==> src/hdl/psx_pkg.sv <==
`default_nettype none

package psx_pkg;

   // frame and element limits
   localparam int SSID_MAX_BYTES  = 32;
   localparam int MAX_FRAME_BYTES = 4095;
   localparam int MIN_FRAME_BYTES = 26;
   localparam int HDR_LAST_POS    = 23;

   // widths
   localparam int IDX_W   = (SSID_MAX_BYTES > 1) ? $clog2(SSID_MAX_BYTES) : 1;
   localparam int LEN_W   = 6;
   localparam int CNT_W   = $clog2(MAX_FRAME_BYTES + 2);
   localparam int ADDR_W  = IDX_W + 1;
   localparam int MEM_DEPTH = 2 << IDX_W;

   // byte constants
   localparam logic [7:0] FC_TYPE_MASK     = 8'h0C;
   localparam logic [3:0] FC_SUBTYPE_PROBE = 4'h4;
   localparam logic [7:0] CHAR_LOW         = 8'h20;
   localparam logic [7:0] CHAR_DEL         = 8'h7F;
   localparam logic [7:0] CHAR_SUB         = 8'h3F;

   typedef enum logic [2:0] {
      PH_IDLE,
      PH_HEADER,
      PH_EXPECT_ID,
      PH_EXPECT_LEN,
      PH_SKIP,
      PH_SSID,
      PH_DECIDED
   } phase_type;

   typedef enum logic [3:0] {
      ST_ACCEPTED  = 4'd0,
      ST_REJECTED  = 4'd1,
      ST_TOO_SHORT = 4'd2,
      ST_NOT_PROBE = 4'd3,
      ST_NO_SSID   = 4'd4,
      ST_OVERRUN   = 4'd5,
      ST_WILDCARD  = 4'd6,
      ST_HIDDEN    = 4'd7,
      ST_OVERSIZE  = 4'd8
   } status_type;

   // ssid buffer write from the parser
   typedef struct packed {
      logic              en;
      logic [ADDR_W-1:0] addr;
      logic [7:0]        data;
   } wr_type;

   // end-of-frame result job handed to the output side
   typedef struct packed {
      logic             valid;
      status_type       status;
      logic [LEN_W-1:0] length;
      logic             bank;
   } job_type;

endpackage

`default_nettype wire

==> src/hdl/psx_req_if.sv <==
`default_nettype none

interface psx_req_if;
   logic       valid;
   logic       ready;
   logic [7:0] data_byte;
   logic       start_of_frame;
   logic       end_of_frame;
   logic       is_management;

   modport source (
      output valid, data_byte, start_of_frame, end_of_frame, is_management,
      input  ready
   );

   modport sink (
      input  valid, data_byte, start_of_frame, end_of_frame, is_management,
      output ready
   );
endinterface

`default_nettype wire

==> src/hdl/psx_rsp_if.sv <==
`default_nettype none

interface psx_rsp_if;
   logic       valid;
   logic       ready;
   logic [3:0] status;
   logic [7:0] ssid_char;
   logic [5:0] ssid_length;
   logic       last_result;

   modport source (
      output valid, status, ssid_char, ssid_length, last_result,
      input  ready
   );

   modport sink (
      input  valid, status, ssid_char, ssid_length, last_result,
      output ready
   );
endinterface

`default_nettype wire

==> src/hdl/probe_request_ssid_extractor.sv <==
`default_nettype none

// Probe request SSID extractor. Takes an 802.11 frame one byte per word on req_bus and,
// at the frame's last byte, reports either the SSID characters as a run of words (status
// accepted, control bytes and 0x7F shown as '?', last_result on the final one) or a single
// status word. Bytes are taken one per cycle. A frame's last byte waits only while the
// previous frame's result words (an SSID run of up to 32 words, or one status word) are
// still being issued into the two-stage output pipeline, one per cycle unless stalled;
// two SSID buffers are ping-ponged, so the next frame's SSID bytes never wait. After the
// last byte is taken, the result passes the job register, stage one and the output
// register in turn. capture_enable is written through csr_write_enable/csr_write_data
// and is sampled with each frame's first byte. There is no clearing pass after reset.
module probe_request_ssid_extractor (
   input  wire logic    clock,
   input  wire logic    reset,
   psx_req_if.sink      req_bus,
   psx_rsp_if.source    rsp_bus,
   input  wire logic    csr_write_enable,
   input  wire logic    csr_write_data
);

   logic                capture_enable_ff;
   logic                slot_free;
   logic                accept;
   psx_pkg::wr_type     wr;
   psx_pkg::job_type    job;

   // config register
   always_ff @(posedge clock) begin
      if (reset) begin
         capture_enable_ff <= 1'b0;
      end else if (csr_write_enable) begin
         capture_enable_ff <= csr_write_data;
      end
   end

   // only an end-of-frame byte can wait on the output side
   assign req_bus.ready = !req_bus.end_of_frame || slot_free;
   assign accept        = req_bus.valid && req_bus.ready;

   psx_parser u_parser (
      .clock          (clock),
      .reset          (reset),
      .capture_enable (capture_enable_ff),
      .accept         (accept),
      .data_byte      (req_bus.data_byte),
      .start_of_frame (req_bus.start_of_frame),
      .end_of_frame   (req_bus.end_of_frame),
      .is_management  (req_bus.is_management),
      .wr             (wr),
      .job            (job)
   );

   psx_drain u_drain (
      .clock      (clock),
      .reset      (reset),
      .wr         (wr),
      .job        (job),
      .slot_free  (slot_free),
      .rsp_ready  (rsp_bus.ready),
      .rsp_valid  (rsp_bus.valid),
      .rsp_status (rsp_bus.status),
      .rsp_char   (rsp_bus.ssid_char),
      .rsp_length (rsp_bus.ssid_length),
      .rsp_last   (rsp_bus.last_result)
   );

endmodule

`default_nettype wire

==> src/hdl/psx_parser.sv <==
`default_nettype none

module psx_parser (
   input  wire logic                  clock,
   input  wire logic                  reset,
   input  wire logic                  capture_enable,
   input  wire logic                  accept,
   input  wire logic [7:0]            data_byte,
   input  wire logic                  start_of_frame,
   input  wire logic                  end_of_frame,
   input  wire logic                  is_management,
   output psx_pkg::wr_type            wr,
   output psx_pkg::job_type           job
);

   psx_pkg::phase_type               phase_ff, phase_in, phase_cur;
   logic [psx_pkg::CNT_W-1:0]        cnt_ff, cnt_in, cnt_cur;
   logic                             mgmt_ff, mgmt_in, mgmt_cur;
   logic                             enable_ff, enable_in, enable_cur;
   logic                             probe_ff, probe_in, probe_cur;
   logic [7:0]                       eid_ff, eid_in, eid_cur;
   logic [7:0]                       rem_ff, rem_in, rem_cur;
   logic [psx_pkg::LEN_W-1:0]        kept_ff, kept_in, kept_cur;
   logic                             zero_ff, zero_in, zero_cur;
   psx_pkg::status_type              outcome_ff, outcome_in, outcome_cur;
   logic                             bank_ff, bank_in;
   psx_pkg::status_type              status;

   // frame start view of the state
   always_comb begin
      if (start_of_frame) begin
         phase_cur   = psx_pkg::PH_HEADER;
         cnt_cur     = '0;
         mgmt_cur    = is_management;
         enable_cur  = capture_enable;
         probe_cur   = 1'b0;
         eid_cur     = '0;
         rem_cur     = '0;
         kept_cur    = '0;
         zero_cur    = 1'b1;
         outcome_cur = psx_pkg::ST_ACCEPTED;
      end else begin
         phase_cur   = phase_ff;
         cnt_cur     = cnt_ff;
         mgmt_cur    = mgmt_ff;
         enable_cur  = enable_ff;
         probe_cur   = probe_ff;
         eid_cur     = eid_ff;
         rem_cur     = rem_ff;
         kept_cur    = kept_ff;
         zero_cur    = zero_ff;
         outcome_cur = outcome_ff;
      end
   end

   // element walk for one word
   always_comb begin
      phase_in   = phase_cur;
      cnt_in     = cnt_cur;
      mgmt_in    = mgmt_cur;
      enable_in  = enable_cur;
      probe_in   = probe_cur;
      eid_in     = eid_cur;
      rem_in     = rem_cur;
      kept_in    = kept_cur;
      zero_in    = zero_cur;
      outcome_in = outcome_cur;
      bank_in    = bank_ff;
      wr.en      = 1'b0;
      wr.addr    = {bank_ff, kept_cur[psx_pkg::IDX_W-1:0]};
      wr.data    = ((data_byte >= psx_pkg::CHAR_LOW) && (data_byte != psx_pkg::CHAR_DEL))
                   ? data_byte : psx_pkg::CHAR_SUB;
      status     = psx_pkg::ST_NO_SSID;
      job.valid  = 1'b0;
      job.status = psx_pkg::ST_NO_SSID;
      job.length = '0;
      job.bank   = bank_ff;

      if (phase_cur != psx_pkg::PH_IDLE) begin
         // saturating byte count
         if (cnt_cur <= psx_pkg::CNT_W'(psx_pkg::MAX_FRAME_BYTES)) begin
            cnt_in = cnt_cur + 1'b1;
         end

         case (phase_cur)
            psx_pkg::PH_HEADER: begin
               if ((cnt_cur == '0) && ((data_byte & psx_pkg::FC_TYPE_MASK) == '0) &&
                   (data_byte[7:4] == psx_pkg::FC_SUBTYPE_PROBE)) begin
                  probe_in = 1'b1;
               end
               if (cnt_cur >= psx_pkg::CNT_W'(psx_pkg::HDR_LAST_POS)) begin
                  phase_in = psx_pkg::PH_EXPECT_ID;
               end
            end
            psx_pkg::PH_EXPECT_ID: begin
               eid_in   = data_byte;
               phase_in = psx_pkg::PH_EXPECT_LEN;
            end
            psx_pkg::PH_EXPECT_LEN: begin
               if (eid_cur == '0) begin
                  if (data_byte == '0) begin
                     outcome_in = psx_pkg::ST_WILDCARD;
                     phase_in   = psx_pkg::PH_DECIDED;
                  end else begin
                     rem_in   = data_byte;
                     kept_in  = '0;
                     zero_in  = 1'b1;
                     phase_in = psx_pkg::PH_SSID;
                  end
               end else if (data_byte == '0) begin
                  phase_in = psx_pkg::PH_EXPECT_ID;
               end else begin
                  rem_in   = data_byte;
                  phase_in = psx_pkg::PH_SKIP;
               end
            end
            psx_pkg::PH_SKIP: begin
               rem_in = rem_cur - 1'b1;
               if (rem_cur == 8'd1) begin
                  phase_in = psx_pkg::PH_EXPECT_ID;
               end
            end
            psx_pkg::PH_SSID: begin
               if (kept_cur < psx_pkg::LEN_W'(psx_pkg::SSID_MAX_BYTES)) begin
                  if (data_byte != '0) begin
                     zero_in = 1'b0;
                  end
                  wr.en   = 1'b1;
                  kept_in = kept_cur + 1'b1;
               end
               rem_in = rem_cur - 1'b1;
               if (rem_cur == 8'd1) begin
                  outcome_in = zero_in ? psx_pkg::ST_HIDDEN : psx_pkg::ST_ACCEPTED;
                  phase_in   = psx_pkg::PH_DECIDED;
               end
            end
            default: begin
            end
         endcase

         // end of frame verdict, in priority order
         if (!enable_in || !mgmt_in) begin
            status = psx_pkg::ST_REJECTED;
         end else if (cnt_in > psx_pkg::CNT_W'(psx_pkg::MAX_FRAME_BYTES)) begin
            status = psx_pkg::ST_OVERSIZE;
         end else if (cnt_in < psx_pkg::CNT_W'(psx_pkg::MIN_FRAME_BYTES)) begin
            status = psx_pkg::ST_TOO_SHORT;
         end else if (!probe_in) begin
            status = psx_pkg::ST_NOT_PROBE;
         end else if (phase_in == psx_pkg::PH_DECIDED) begin
            status = outcome_in;
         end else if ((phase_in == psx_pkg::PH_SKIP) || (phase_in == psx_pkg::PH_SSID)) begin
            status = psx_pkg::ST_OVERRUN;
         end else begin
            status = psx_pkg::ST_NO_SSID;
         end

         if (end_of_frame) begin
            phase_in   = psx_pkg::PH_IDLE;
            job.valid  = accept;
            job.status = status;
            if (status == psx_pkg::ST_ACCEPTED) begin
               job.length = kept_in;
               bank_in    = ~bank_ff;
            end
         end
      end

      wr.en = wr.en & accept;
   end

   // control state
   always_ff @(posedge clock) begin
      if (reset) begin
         phase_ff   <= psx_pkg::PH_IDLE;
         cnt_ff     <= '0;
         mgmt_ff    <= 1'b0;
         enable_ff  <= 1'b0;
         probe_ff   <= 1'b0;
         eid_ff     <= '0;
         rem_ff     <= '0;
         kept_ff    <= '0;
         zero_ff    <= 1'b1;
         outcome_ff <= psx_pkg::ST_ACCEPTED;
         bank_ff    <= 1'b0;
      end else if (accept) begin
         phase_ff   <= phase_in;
         cnt_ff     <= cnt_in;
         mgmt_ff    <= mgmt_in;
         enable_ff  <= enable_in;
         probe_ff   <= probe_in;
         eid_ff     <= eid_in;
         rem_ff     <= rem_in;
         kept_ff    <= kept_in;
         zero_ff    <= zero_in;
         outcome_ff <= outcome_in;
         bank_ff    <= bank_in;
      end
   end

endmodule

`default_nettype wire

==> src/hdl/psx_drain.sv <==
`default_nettype none

module psx_drain (
   input  wire logic                  clock,
   input  wire logic                  reset,
   input  wire psx_pkg::wr_type       wr,
   input  wire psx_pkg::job_type      job,
   output logic                       slot_free,
   input  wire logic                  rsp_ready,
   output logic                       rsp_valid,
   output logic [3:0]                 rsp_status,
   output logic [7:0]                 rsp_char,
   output logic [5:0]                 rsp_length,
   output logic                       rsp_last
);

   // two ssid banks, parser fills one while the other streams out
   logic [7:0]                  mem [psx_pkg::MEM_DEPTH];
   logic [7:0]                  mem_rd_ff;

   logic                        busy_ff;
   psx_pkg::status_type         jstat_ff;
   logic [psx_pkg::LEN_W-1:0]   jlen_ff;
   logic                        jbank_ff;
   logic [psx_pkg::IDX_W-1:0]   idx_ff;

   logic                        s1_valid_ff;
   psx_pkg::status_type         s1_status_ff;
   logic [psx_pkg::LEN_W-1:0]   s1_len_ff;
   logic                        s1_last_ff;
   logic                        s1_char_ff;

   logic                        out_valid_ff;
   psx_pkg::status_type         out_status_ff;
   logic [7:0]                  out_char_ff;
   logic [psx_pkg::LEN_W-1:0]   out_len_ff;
   logic                        out_last_ff;

   logic                        s2_load;
   logic                        s1_load;
   logic                        is_run;
   logic                        last_issue;

   // pipeline advance
   always_comb begin
      s2_load    = s1_valid_ff && (!out_valid_ff || rsp_ready);
      s1_load    = busy_ff && (!s1_valid_ff || s2_load);
      is_run     = (jstat_ff == psx_pkg::ST_ACCEPTED);
      last_issue = !is_run || (psx_pkg::LEN_W'(idx_ff) == (jlen_ff - 1'b1));
      slot_free  = !busy_ff || (s1_load && last_issue);
   end

   // ssid buffer write and registered read
   always_ff @(posedge clock) begin
      if (wr.en) begin
         mem[wr.addr] <= wr.data;
      end
      if (s1_load) begin
         mem_rd_ff <= mem[{jbank_ff, idx_ff}];
      end
   end

   // job sequencing and stage valids
   always_ff @(posedge clock) begin
      if (reset) begin
         busy_ff      <= 1'b0;
         idx_ff       <= '0;
         s1_valid_ff  <= 1'b0;
         out_valid_ff <= 1'b0;
      end else begin
         if (job.valid) begin
            busy_ff <= 1'b1;
            idx_ff  <= '0;
         end else if (s1_load) begin
            if (last_issue) begin
               busy_ff <= 1'b0;
            end else begin
               idx_ff <= idx_ff + 1'b1;
            end
         end

         if (s1_load) begin
            s1_valid_ff <= 1'b1;
         end else if (s2_load) begin
            s1_valid_ff <= 1'b0;
         end

         if (s2_load) begin
            out_valid_ff <= 1'b1;
         end else if (rsp_ready) begin
            out_valid_ff <= 1'b0;
         end
      end
   end

   // job and stage payload
   always_ff @(posedge clock) begin
      if (job.valid) begin
         jstat_ff <= job.status;
         jlen_ff  <= job.length;
         jbank_ff <= job.bank;
      end
      if (s1_load) begin
         s1_status_ff <= jstat_ff;
         s1_len_ff    <= is_run ? jlen_ff : '0;
         s1_last_ff   <= last_issue;
         s1_char_ff   <= is_run;
      end
      if (s2_load) begin
         out_status_ff <= s1_status_ff;
         out_char_ff   <= s1_char_ff ? mem_rd_ff : '0;
         out_len_ff    <= s1_len_ff;
         out_last_ff   <= s1_last_ff;
      end
   end

   assign rsp_valid  = out_valid_ff;
   assign rsp_status = out_status_ff;
   assign rsp_char   = out_char_ff;
   assign rsp_length = out_len_ff;
   assign rsp_last   = out_last_ff;

endmodule

`default_nettype wire

==> src/flat_wrapper.sv <==
// flat-port wrapper written by rule: the top's interface ports become plain ports
module probe_request_ssid_extractor_flat 
  (clock, reset, csr_write_enable, csr_write_data, req_bus_valid, req_bus_data_byte, req_bus_start_of_frame, req_bus_end_of_frame, req_bus_is_management, req_bus_ready, rsp_bus_valid, rsp_bus_status, rsp_bus_ssid_char, rsp_bus_ssid_length, rsp_bus_last_result, rsp_bus_ready);
  psx_req_if req_bus_i ();
  psx_rsp_if rsp_bus_i ();
  input  wire logic clock;
  input  wire logic reset;
  input  wire logic csr_write_enable;
  input  wire logic csr_write_data;
  input wire logic [$bits(req_bus_i.valid)-1:0] req_bus_valid;
  input wire logic [$bits(req_bus_i.data_byte)-1:0] req_bus_data_byte;
  input wire logic [$bits(req_bus_i.start_of_frame)-1:0] req_bus_start_of_frame;
  input wire logic [$bits(req_bus_i.end_of_frame)-1:0] req_bus_end_of_frame;
  input wire logic [$bits(req_bus_i.is_management)-1:0] req_bus_is_management;
  output wire logic [$bits(req_bus_i.ready)-1:0] req_bus_ready;
  output wire logic [$bits(rsp_bus_i.valid)-1:0] rsp_bus_valid;
  output wire logic [$bits(rsp_bus_i.status)-1:0] rsp_bus_status;
  output wire logic [$bits(rsp_bus_i.ssid_char)-1:0] rsp_bus_ssid_char;
  output wire logic [$bits(rsp_bus_i.ssid_length)-1:0] rsp_bus_ssid_length;
  output wire logic [$bits(rsp_bus_i.last_result)-1:0] rsp_bus_last_result;
  input wire logic [$bits(rsp_bus_i.ready)-1:0] rsp_bus_ready;
  assign req_bus_i.valid = req_bus_valid;
  assign req_bus_i.data_byte = req_bus_data_byte;
  assign req_bus_i.start_of_frame = req_bus_start_of_frame;
  assign req_bus_i.end_of_frame = req_bus_end_of_frame;
  assign req_bus_i.is_management = req_bus_is_management;
  assign req_bus_ready = req_bus_i.ready;
  assign rsp_bus_valid = rsp_bus_i.valid;
  assign rsp_bus_status = rsp_bus_i.status;
  assign rsp_bus_ssid_char = rsp_bus_i.ssid_char;
  assign rsp_bus_ssid_length = rsp_bus_i.ssid_length;
  assign rsp_bus_last_result = rsp_bus_i.last_result;
  assign rsp_bus_i.ready = rsp_bus_ready;
  probe_request_ssid_extractor u_core (.clock(clock), .reset(reset), .req_bus(req_bus_i), .rsp_bus(rsp_bus_i), .csr_write_enable(csr_write_enable), .csr_write_data(csr_write_data));
endmodule
==> config.mk <==
export PLATFORM = sky130hd
export DESIGN_NAME = probe_request_ssid_extractor_flat
export DESIGN_NICKNAME = d
export VERILOG_FILES = /design/src/hdl/psx_pkg.sv /design/src/hdl/psx_req_if.sv /design/src/hdl/psx_rsp_if.sv /design/src/hdl/probe_request_ssid_extractor.sv /design/src/hdl/psx_parser.sv /design/src/hdl/psx_drain.sv /design/src/flat_wrapper.sv
export SDC_FILE = /design/constraint.sdc
export NUM_CORES = 1
export LEC_CHECK = 0
export ABC_AREA = 1
export BUFFER_PORTS_ARGS = -buffer_cell sky130_fd_sc_hd__buf_2
export CAP_MARGIN = 20
export CORE_MARGIN = 3
export CORE_UTILIZATION = 40
export DETAILED_ROUTE_END_ITERATION = 6
export PLACE_DENSITY_LB_ADDON = 0.08
export RECOVER_POWER = 50
export SYNTH_ARGS = -nofsm -noshare
export SYNTH_HDL_FRONTEND = slang
export SYNTH_SLANG_ARGS = --single-unit
==> constraint.sdc <==
create_clock -name clock -period 4.1 [get_ports clock]
set_input_delay 1.025 -clock clock [delete_from_list [all_inputs] [get_ports clock]]
set_output_delay 1.025 -clock clock [all_outputs]
set_load 0.1 [all_outputs]
==> summary.md, run 1 <==
| Metric | Value |
|---|---|
| Status | complete, but fails checks |
| Violated checks | capacitance limit, slew limit |
| Tightest Pin Transition | 1.68 ns |
| Max_slew headroom | -11.9% |
| Hold Worst Slack | 0.423 ns |
| Fin. max-slew vios | 390 |
| Biggest area contributors in the synthesized netlist | sky130_fd_sc_hd__edfxtp_1, sky130_fd_sc_hd__o21ai_0, sky130_fd_sc_hd__nor2_1 |
| Simple-gate portion of the synthesized area | 13.3% |
| Max Freq | 0.272 GHz |
| Final WL | 72900 µm |
| XOR/XNOR Fraction of Synth Area | 0.506% |
| Number of design-rule violations left by the first detailed-router iteration | 1672 |
| Wire length of the first global-routing pass | 111000 µm |
| Min-Delay Endpoint | u_core.u_drain.rsp_last$_DFFE_PP_ |
| Post-synth top area share | 65.0% |
| Number of nets with antenna violations after routing | 0 |
| Number of cells on the worst hold path | 0 |
| Latest clock arrival within the worst-skew pair | 0.60 ns |
| Register bit total from synthesis | 618 |
| Master cell of the clock root buffer | sky130_fd_sc_hd__clkbuf_16 |
| Number of vias after detailed routing | 18100 |
| Core Box Area | 63700 µm² |
| WL/cell | 22.3 µm |
| Antenna diode instance count | 0 |
| Multiplexer fraction of the synthesized cell area | 0.0772% |
| Register-to-Register Setup Slack | 0.76 ns |
| I/O pin cnt | 38 |
| FILL cells | 5831 |
| Number of buffers inserted by hold repair at cts | 0 |
| Largest family of logic cells by synthesized area | simple AND/OR/NAND/NOR gates |
| Sort of element at the end of the critical path | flip-flop |
| Post-route clock period utilization | 89.8% |
| Maximum number of pins on one net before global-route repair | 150 |
| Chip Height | 261 µm |
| Highest-utilization routing layer at the global route stage | met2 |
| Total power divided by cell area | 458 nW/µm² |
| Reg2reg start | u_core.u_drain.jlen_ff[0]$_SDFFCE_PN0P_ |
| Met2 Usage GRT | 34.2% |
| Worst Setup Start Kind | input pin |
| Synth Warn # | 0 |
| Clock H-tree levels | 3 |
| Leading area contributor after synthesis | sky130_fd_sc_hd__edfxtp_1 |
| Library cells used by synthesis | 40 |
| Cell-by-cell trace of the critical path | clkbuf_1, inv_1, nor4_1, nand2_1, o21ai_0, inv_1, nand2_1, clkbuf_1 |
| Sequential share of the synthesized area | 69.4% |
| Min-delay src | u_core.u_drain.s1_last_ff$_DFFE_PP_ |
| IO buf count | 37 |
| Maximum buffer depth of the clock tree | 3 |
| Data required time at the worst endpoint | 4.32 ns |
| PostCTS Resize Cnt | 0 |
| Gate count of the mapped netlist | 2293 |
| Num CTS Buffers | 68 |
| Final worst path period need | 3.68 ns |
| Die area | 68000 µm² |
| Clock edge transition at the registers on the reported setup and hold paths | 0.06 ns |
| GR Overflow Total | 0 |
| Final hold vios | 0 |
| HPWL after detailed placement | 43600 µm |
| Weighted congestion reported at the end of routability-driven placement | 0.882 |
| Post-layout net count | 2400 |
| Post-Synthesis Mean Instance Area | 11.3 µm² |
| Synthesized area | 25900 µm² |
| Commonest cells after routing, fill and taps aside | sky130_fd_sc_hd__edfxtp_1, sky130_fd_sc_hd__nor2_1, sky130_fd_sc_hd__o21ai_0 |
| M1 GR Usage | 30.4% |
| Worst-case vdd ir drop | 0.292 mV |
| CTS tree | done |
| All-Layer GR Usage | 21.6% |
| Most common cell after layout, fill and taps aside | sky130_fd_sc_hd__edfxtp_1 |
| Final Power | 0.0136 W |
| Length of the first detailed-routing pass in iterations | 5 |
| Die X | 261 µm |
| Post-synthesis compound-gate area fraction | 12.6% |
| RR Endpoint | u_core.u_drain.mem[19][2]$_DFFE_PP_ |
| Worst Hold Class | reg2reg |
| Final core utilization | 46.7% |
| Maximum fanout along the worst path | 24 |
| DR vias/cell | 5.51 |
| Setup Fix Bufs, Post-CTS | 0 |
| Initial antenna violation count | 1 |
| Setup violations, final | 0 |
| Row count | 92 |
| Placed Cells | 3151 |
| Arrival time worst endpoint | 3.90 ns |
| Length in cells of the worst reg-to-reg path | 15 |
| Aggregate negative setup slack | 0 ns |
| Leak | 10.2 nW |
| Critical setup path kind | in2reg |
| Area delta synth->final | 14.6% |
| Number of DRC violations after detailed routing | 0 |
| TritonCTS Sinks | 618 |
| Setup repair after global routing missed its margin | false |
| Post-route insts no fill | 3275 |
| Synthesized netlist net count | 2317 |
| Initial standard-cell utilization of the core | 40.8% |
| Reported max-cap violation count | 6 |
| Synthesized-area fraction occupied by adder cells | 0.338% |
| Share of final-layout standard cells stronger than drive strength 1 | 10.7% |
| Cell with the largest stage delay on the worst path | sky130_fd_sc_hd__clkbuf_1 |
| Delay of the slowest cell on the worst path | 0.94 ns |
| Met3 Resource Use GR | 3.29% |
| Clock tree skew after final layout | 0.0226 ns |
| Vias in the first global route | 17500 |
## cells by family after synthesis
kind of cell | after synthesis
AOI/OAI and AO/OA | 568
xor gates and xnor gates | 15
adders and majority gates | 7
buffers and inverters | 253
DFF | 618
muxes | 2
and+or+nand+nor | 830
## final cells by class
type | instances | area (µm²) | share of cell area (%)
well taps | 846 | 1060 | 3.56
repair buffers | 149 | 1030 | 3.46
multi-input cells | 1422 | 6980 | 23.5
clock inverters | 38 | 367 | 1.23
inverters | 117 | 445 | 1.50
flip-flops and latches | 618 | 18000 | 60.5
clock buffers | 85 | 1850 | 6.22
## flip-flops by register name, summed over array words and instances, names as in the netlist, 3 cells and up
register,cells
u_core.u_parser.cnt_ff,13
u_core.u_drain.idx_ff,5
u_core.u_drain.rsp_length,6
u_core.u_drain.rsp_status,4
u_core.u_drain.mem,512
u_core.u_drain.jlen_ff,6
u_core.u_drain.jstat_ff,4
u_core.u_drain.s1_len_ff,6
u_core.u_parser.outcome_ff,4
u_core.u_parser.eid_ff,8
u_core.u_drain.s1_status_ff,4
u_core.u_parser.kept_ff,6
u_core.u_parser.rem_ff,8
u_core.u_parser.phase_ff,3
u_core.u_drain.mem_rd_ff,8
u_core.u_drain.rsp_char,8
## layer usage
layer  share of wire (%)  routed length, µm  up-vias
met2                  47              34000      496
met1                  45              32800     8970
li1                    -                  -     8478
met5               0.018                 13        -
met3                 5.3               3890      115
met4                 3.1               2270        2
## through the flow
step / setup WS, ns / area (µm²)
6_report: 0.417 / 29700
4_1_cts: 0.564 / 29900
3_3_place_gp: 0.237 / 27600
3_5_place_dp: 0.162 / 27600
2_1_floorplan: -0.211 / 25900
5_1_grt: 0.195 / 29700
## report_power, final
| group | total (W) | internal [W] | switching (W) | leakage (nW) |
|---|---|---|---|---|
| combinational | 0.000555 | 0.000120 | 0.000435 | 3.60 |
| clock | 0.00607 | 0.00359 | 0.00248 | 1.07 |
| sequential | 0.00699 | 0.00695 | 0.0000411 | 5.51 |
| total | 0.0136 | 0.0107 | 0.00295 | 10.2 |
## critical path: cells and delay by family
kind / cells / cell delay, ns
simple gates: 3 / 1.17
compound gates: 1 / 0.18
buf+inv: 4 / 1.51
## worst max path at each step
stage | startpoint | to | slack [ns] | cells past startpoint
floorplan | rsp_bus_ready | u_core.u_drain.mem[54][0]$_DFFE_PP_ | -0.21 | 10
global placement | req_bus_start_of_frame | u_core.u_parser.bank_ff$_SDFFE_PP0P_ | 0.24 | 23
detailed placement | req_bus_start_of_frame | u_core.u_drain.jlen_ff[5]$_SDFFCE_PN0P_ | 0.16 | 21
CTS | u_core.u_drain.jlen_ff[0]$_SDFFCE_PN0P_ | req_bus_ready | 0.56 | 10
global route | req_bus_data_byte[2] | u_core.u_drain.mem[43][2]$_DFFE_PP_ | 0.20 | 8
finish | req_bus_data_byte[2] | u_core.u_drain.mem[39][2]$_DFFE_PP_ | 0.42 | 8
## synth_stat cells (all sizes together)
library cell  count
a211oi            6
xor2             12
ha                7
nand3            91
o21bai            1
o221ai           53
edfxtp          562
o21ai           327
o211ai           19
a22oi             1
nor2            428
nor3b             2
dfxtp            56
a31oi            12
nand4            38
a221oi            2
o22ai            79
nor4              9
nand3b            3
clkbuf          114
a32o              7
nand2           248
or2               1
xnor2             3
nor3             10
mux2i             2
inv             114
buf              22
a21oi            61
clkinv            3
(Power assumes the default switching activity.)
==> inputs of run 2 (changes only) <==
--- a/config.mk
+++ b/config.mk
@@ -11,6 +11,7 @@
 export CORE_MARGIN = 3
 export CORE_UTILIZATION = 40
 export DETAILED_ROUTE_END_ITERATION = 6
+export GPL_TIMING_DRIVEN = 0
 export PLACE_DENSITY_LB_ADDON = 0.08
 export RECOVER_POWER = 50
 export SYNTH_ARGS = -nofsm -noshare
==> run 2 against run 1 <==
The flow finishes with violations (capacitance limit, slew limit, setup timing). Count of clock-buffer cells in the layout grew 3. Via count grew 7.9%. Cell count grew 1.5%. Combinational power grew 5.2%. Power grew 1.4%. Clock power grew 3%. Largest cell class unchanged. Worst setup slack lost 0.42 ns. Critical path type unchanged. Clock skew grew 0.0061 ns. Critical path depth grew 3. Worst hold slack lost 0.0036 ns. Non-clock buffer count grew 46.
==> summary.md, run 2 (same netlist as run 1, synthesis figures left out) <==
| Metric | Value |
|---|---|
| Weighted congestion reported at the end of routability-driven placement | 0.909 |
| Maximum buffer depth of the clock tree | 3 |
| Latest clock arrival within the worst-skew pair | 0.61 ns |
| Final WL | 93400 µm |
| Share of final-layout standard cells stronger than drive strength 1 | 8.64% |
| TritonCTS Sinks | 618 |
| Hold Worst Slack | 0.419 ns |
| Largest regs | u_core.u_drain.mem: 512 flops, u_core.u_parser.cnt_ff: 13 flops |
| Cell-by-cell trace of the critical path | buf_2, inv_1, nand3_1, nand2_1, inv_1, a21oi_1, nand2_1, nand2_2, nor2_2, nand4_1, nor2_1 |
| Delay of the slowest cell on the worst path | 0.98 ns |
| Sort of element at the end of the critical path | flip-flop |
| Cell with the largest stage delay on the worst path | sky130_fd_sc_hd__nor2_1 |
| Row count | 92 |
| Total power divided by cell area | 464 nW/µm² |
| Final core utilization | 46.7% |
| I/O pin cnt | 38 |
| Initial antenna violation count | 3 |
| Post-route clock period utilization | 100% |
| Commonest cells after routing, fill and taps aside | sky130_fd_sc_hd__edfxtp_1, sky130_fd_sc_hd__nor2_1, sky130_fd_sc_hd__o21ai_0 |
| Number of buffers inserted by hold repair at cts | 0 |
| Number of vias after detailed routing | 19500 |
| Reported max-cap violation count | 2 |
| Max Freq | 0.244 GHz |
| DR vias/cell | 5.86 |
| Final Power | 0.0138 W |
| Number of design-rule violations left by the first detailed-router iteration | 2387 |
| Tightest Pin Transition | 2.20 ns |
| Leak | 9.96 nW |
| Die area | 68000 µm² |
| Post-layout worst setup margin | -0.00437 ns |
| Worst-case vdd ir drop | 0.222 mV |
| Violated checks | capacitance limit, slew limit, setup timing |
| Post-layout net count | 2449 |
| CTS tree | done |
| Clock tree skew after final layout | 0.0287 ns |
| GR Overflow Total | 0 |
| Final worst path period need | 4.10 ns |
| WL/cell | 28.1 µm |
| Fin. max-slew vios | 73 |
| Most common cell after layout, fill and taps aside | sky130_fd_sc_hd__edfxtp_1 |
| Initial standard-cell utilization of the core | 40.8% |
| Post-route insts no fill | 3324 |
| Max FFs per register | 512 |
| Number of DRC violations after detailed routing | 0 |
| Status | complete, but fails checks |
| Area delta synth->final | 14.6% |
| Setup violations, final | 4 |
| Final hold vios | 0 |
| Aggregate negative setup slack | -0.0141 ns |
| FILL cells | 5882 |
| Wire length of the first global-routing pass | 132000 µm |
| HPWL after detailed placement | 63900 µm |
| Largest reg by FF count | u_core.u_drain.mem |
| Max_slew headroom | -46.6% |
| Core Box Area | 63700 µm² |
| Length of the first detailed-routing pass in iterations | 6 |
| Setup repair after global routing missed its margin | true |
| Master cell of the clock root buffer | sky130_fd_sc_hd__clkbuf_16 |
| IO buf count | 36 |
| Die X | 261 µm |
| Data required time at the worst endpoint | 4.31 ns |
| Vias in the first global route | 18400 |
| All-Layer GR Usage | 27.4% |
| Maximum number of pins on one net before global-route repair | 46 |
| Number of nets with antenna violations after routing | 0 |
| Clock H-tree levels | 3 |
| Arrival time worst endpoint | 4.31 ns |
| Critical setup path kind | in2reg |
| Clock edge transition at the registers on the reported setup and hold paths | 0.06 ns |
| Worst Setup Start Kind | input pin |
| Placed Cells | 3196 |
| Chip Height | 261 µm |
| Worst Hold Class | reg2reg |
| Maximum fanout along the worst path | 21 |
| Num CTS Buffers | 71 |
[run 2: changes by cell type in the layout (fill, tap and decap cells not counted), moves of 3 or more]
cell and change:
sky130_fd_sc_hd__dfxtp_1 +3, sky130_fd_sc_hd__nor2_2 +31, sky130_fd_sc_hd__buf_2 +10, sky130_fd_sc_hd__buf_1 +7, sky130_fd_sc_hd__nand2_2 -4, sky130_fd_sc_hd__nand2_1 +4, sky130_fd_sc_hd__clkinvlp_4 -3, sky130_fd_sc_hd__buf_4 -88
sky130_fd_sc_hd__nor2_1 -31, sky130_fd_sc_hd__clkbuf_1 +111, sky130_fd_sc_hd__buf_6 +10, sky130_fd_sc_hd__buf_12 -4
[run 2: area by class of cell]
| cell class | count | area (µm²) | share of cell area [%] |
|---|---|---|---|
| sequential | 618 | 18000 | 60.5 |
| inverter | 117 | 439 | 1.48 |
| clock buffer | 88 | 1900 | 6.40 |
| buffer | 134 | 549 | 1.85 |
| clock inverter | 37 | 353 | 1.19 |
| tap | 846 | 1060 | 3.56 |
| timing repair buffer | 61 | 367 | 1.23 |
| antenna | 1 | 2.50 | 0.00841 |
| multi-input combinational | 1422 | 7070 | 23.8 |
[run 2: worst max-delay path, delay by kind of cell]
kind / cells / cell delay, ns
and+or+nand+nor: 7 / 2.35
buffers and inverters: 3 / 0.72
AOI/OAI and AO/OA: 1 / 0.20
[run 2: power by group]
group / switching (W) / internal [W]
clock network: 0.00256 / 0.00368
logic: 0.000460 / 0.000124
registers: 0.0000364 / 0.00695
[run 2: final timing paths]
kind	start	endpoint	slack, ns	cells after the start
worst max-delay path	rsp_bus_ready	u_core.u_drain.mem[53][5]$_DFFE_PP_	-0.004	11
worst min-delay path	u_core.u_drain.s1_len_ff[4]$_SDFFCE_PN0P_	u_core.u_drain.rsp_length[4]$_DFFE_PP_	0.42	0
worst max register to register	u_core.u_drain.jlen_ff[0]$_SDFFCE_PN0P_	u_core.u_drain.mem[53][5]$_DFFE_PP_	0.01	13
worst min register to register	u_core.u_drain.s1_len_ff[4]$_SDFFCE_PN0P_	u_core.u_drain.rsp_length[4]$_DFFE_PP_	0.42	0
[run 2: what timing repair did]
| item | in CTS | in global routing |
|---|---|---|
| gates resized for setup | 2 | 34 |
| setup buffers | 0 | 2 |
| pin swaps | 0 | 1 |
| cloned | 0 | 0 |
| setup endpoints to repair | 56 | 310 |
[run 2: routing by layer]
| metal | up-vias | GRT usage [%] | share of wire [%] |
|---|---|---|---|
| met4 | 0 | 11.4 | 3.9 |
| met2 | 990 | 42.1 | 45 |
| li1 | 8593 | - | - |
| met3 | 203 | 5.01 | 8.8 |
| met1 | 9705 | 38.3 | 42 |
| met5 | - | 0 | 0 |
[run 2: metrics by stage]
| step | setup WS, ns | instance area (µm²) |
|---|---|---|
| after floorplan | -0.211 | 25900 |
| after global placement | -1.94 | 27200 |
| after detailed placement | -0.844 | 27500 |
| after CTS | -0.132 | 29800 |
| after global routing | -0.275 | 29700 |
| final | -0.00437 | 29700 |
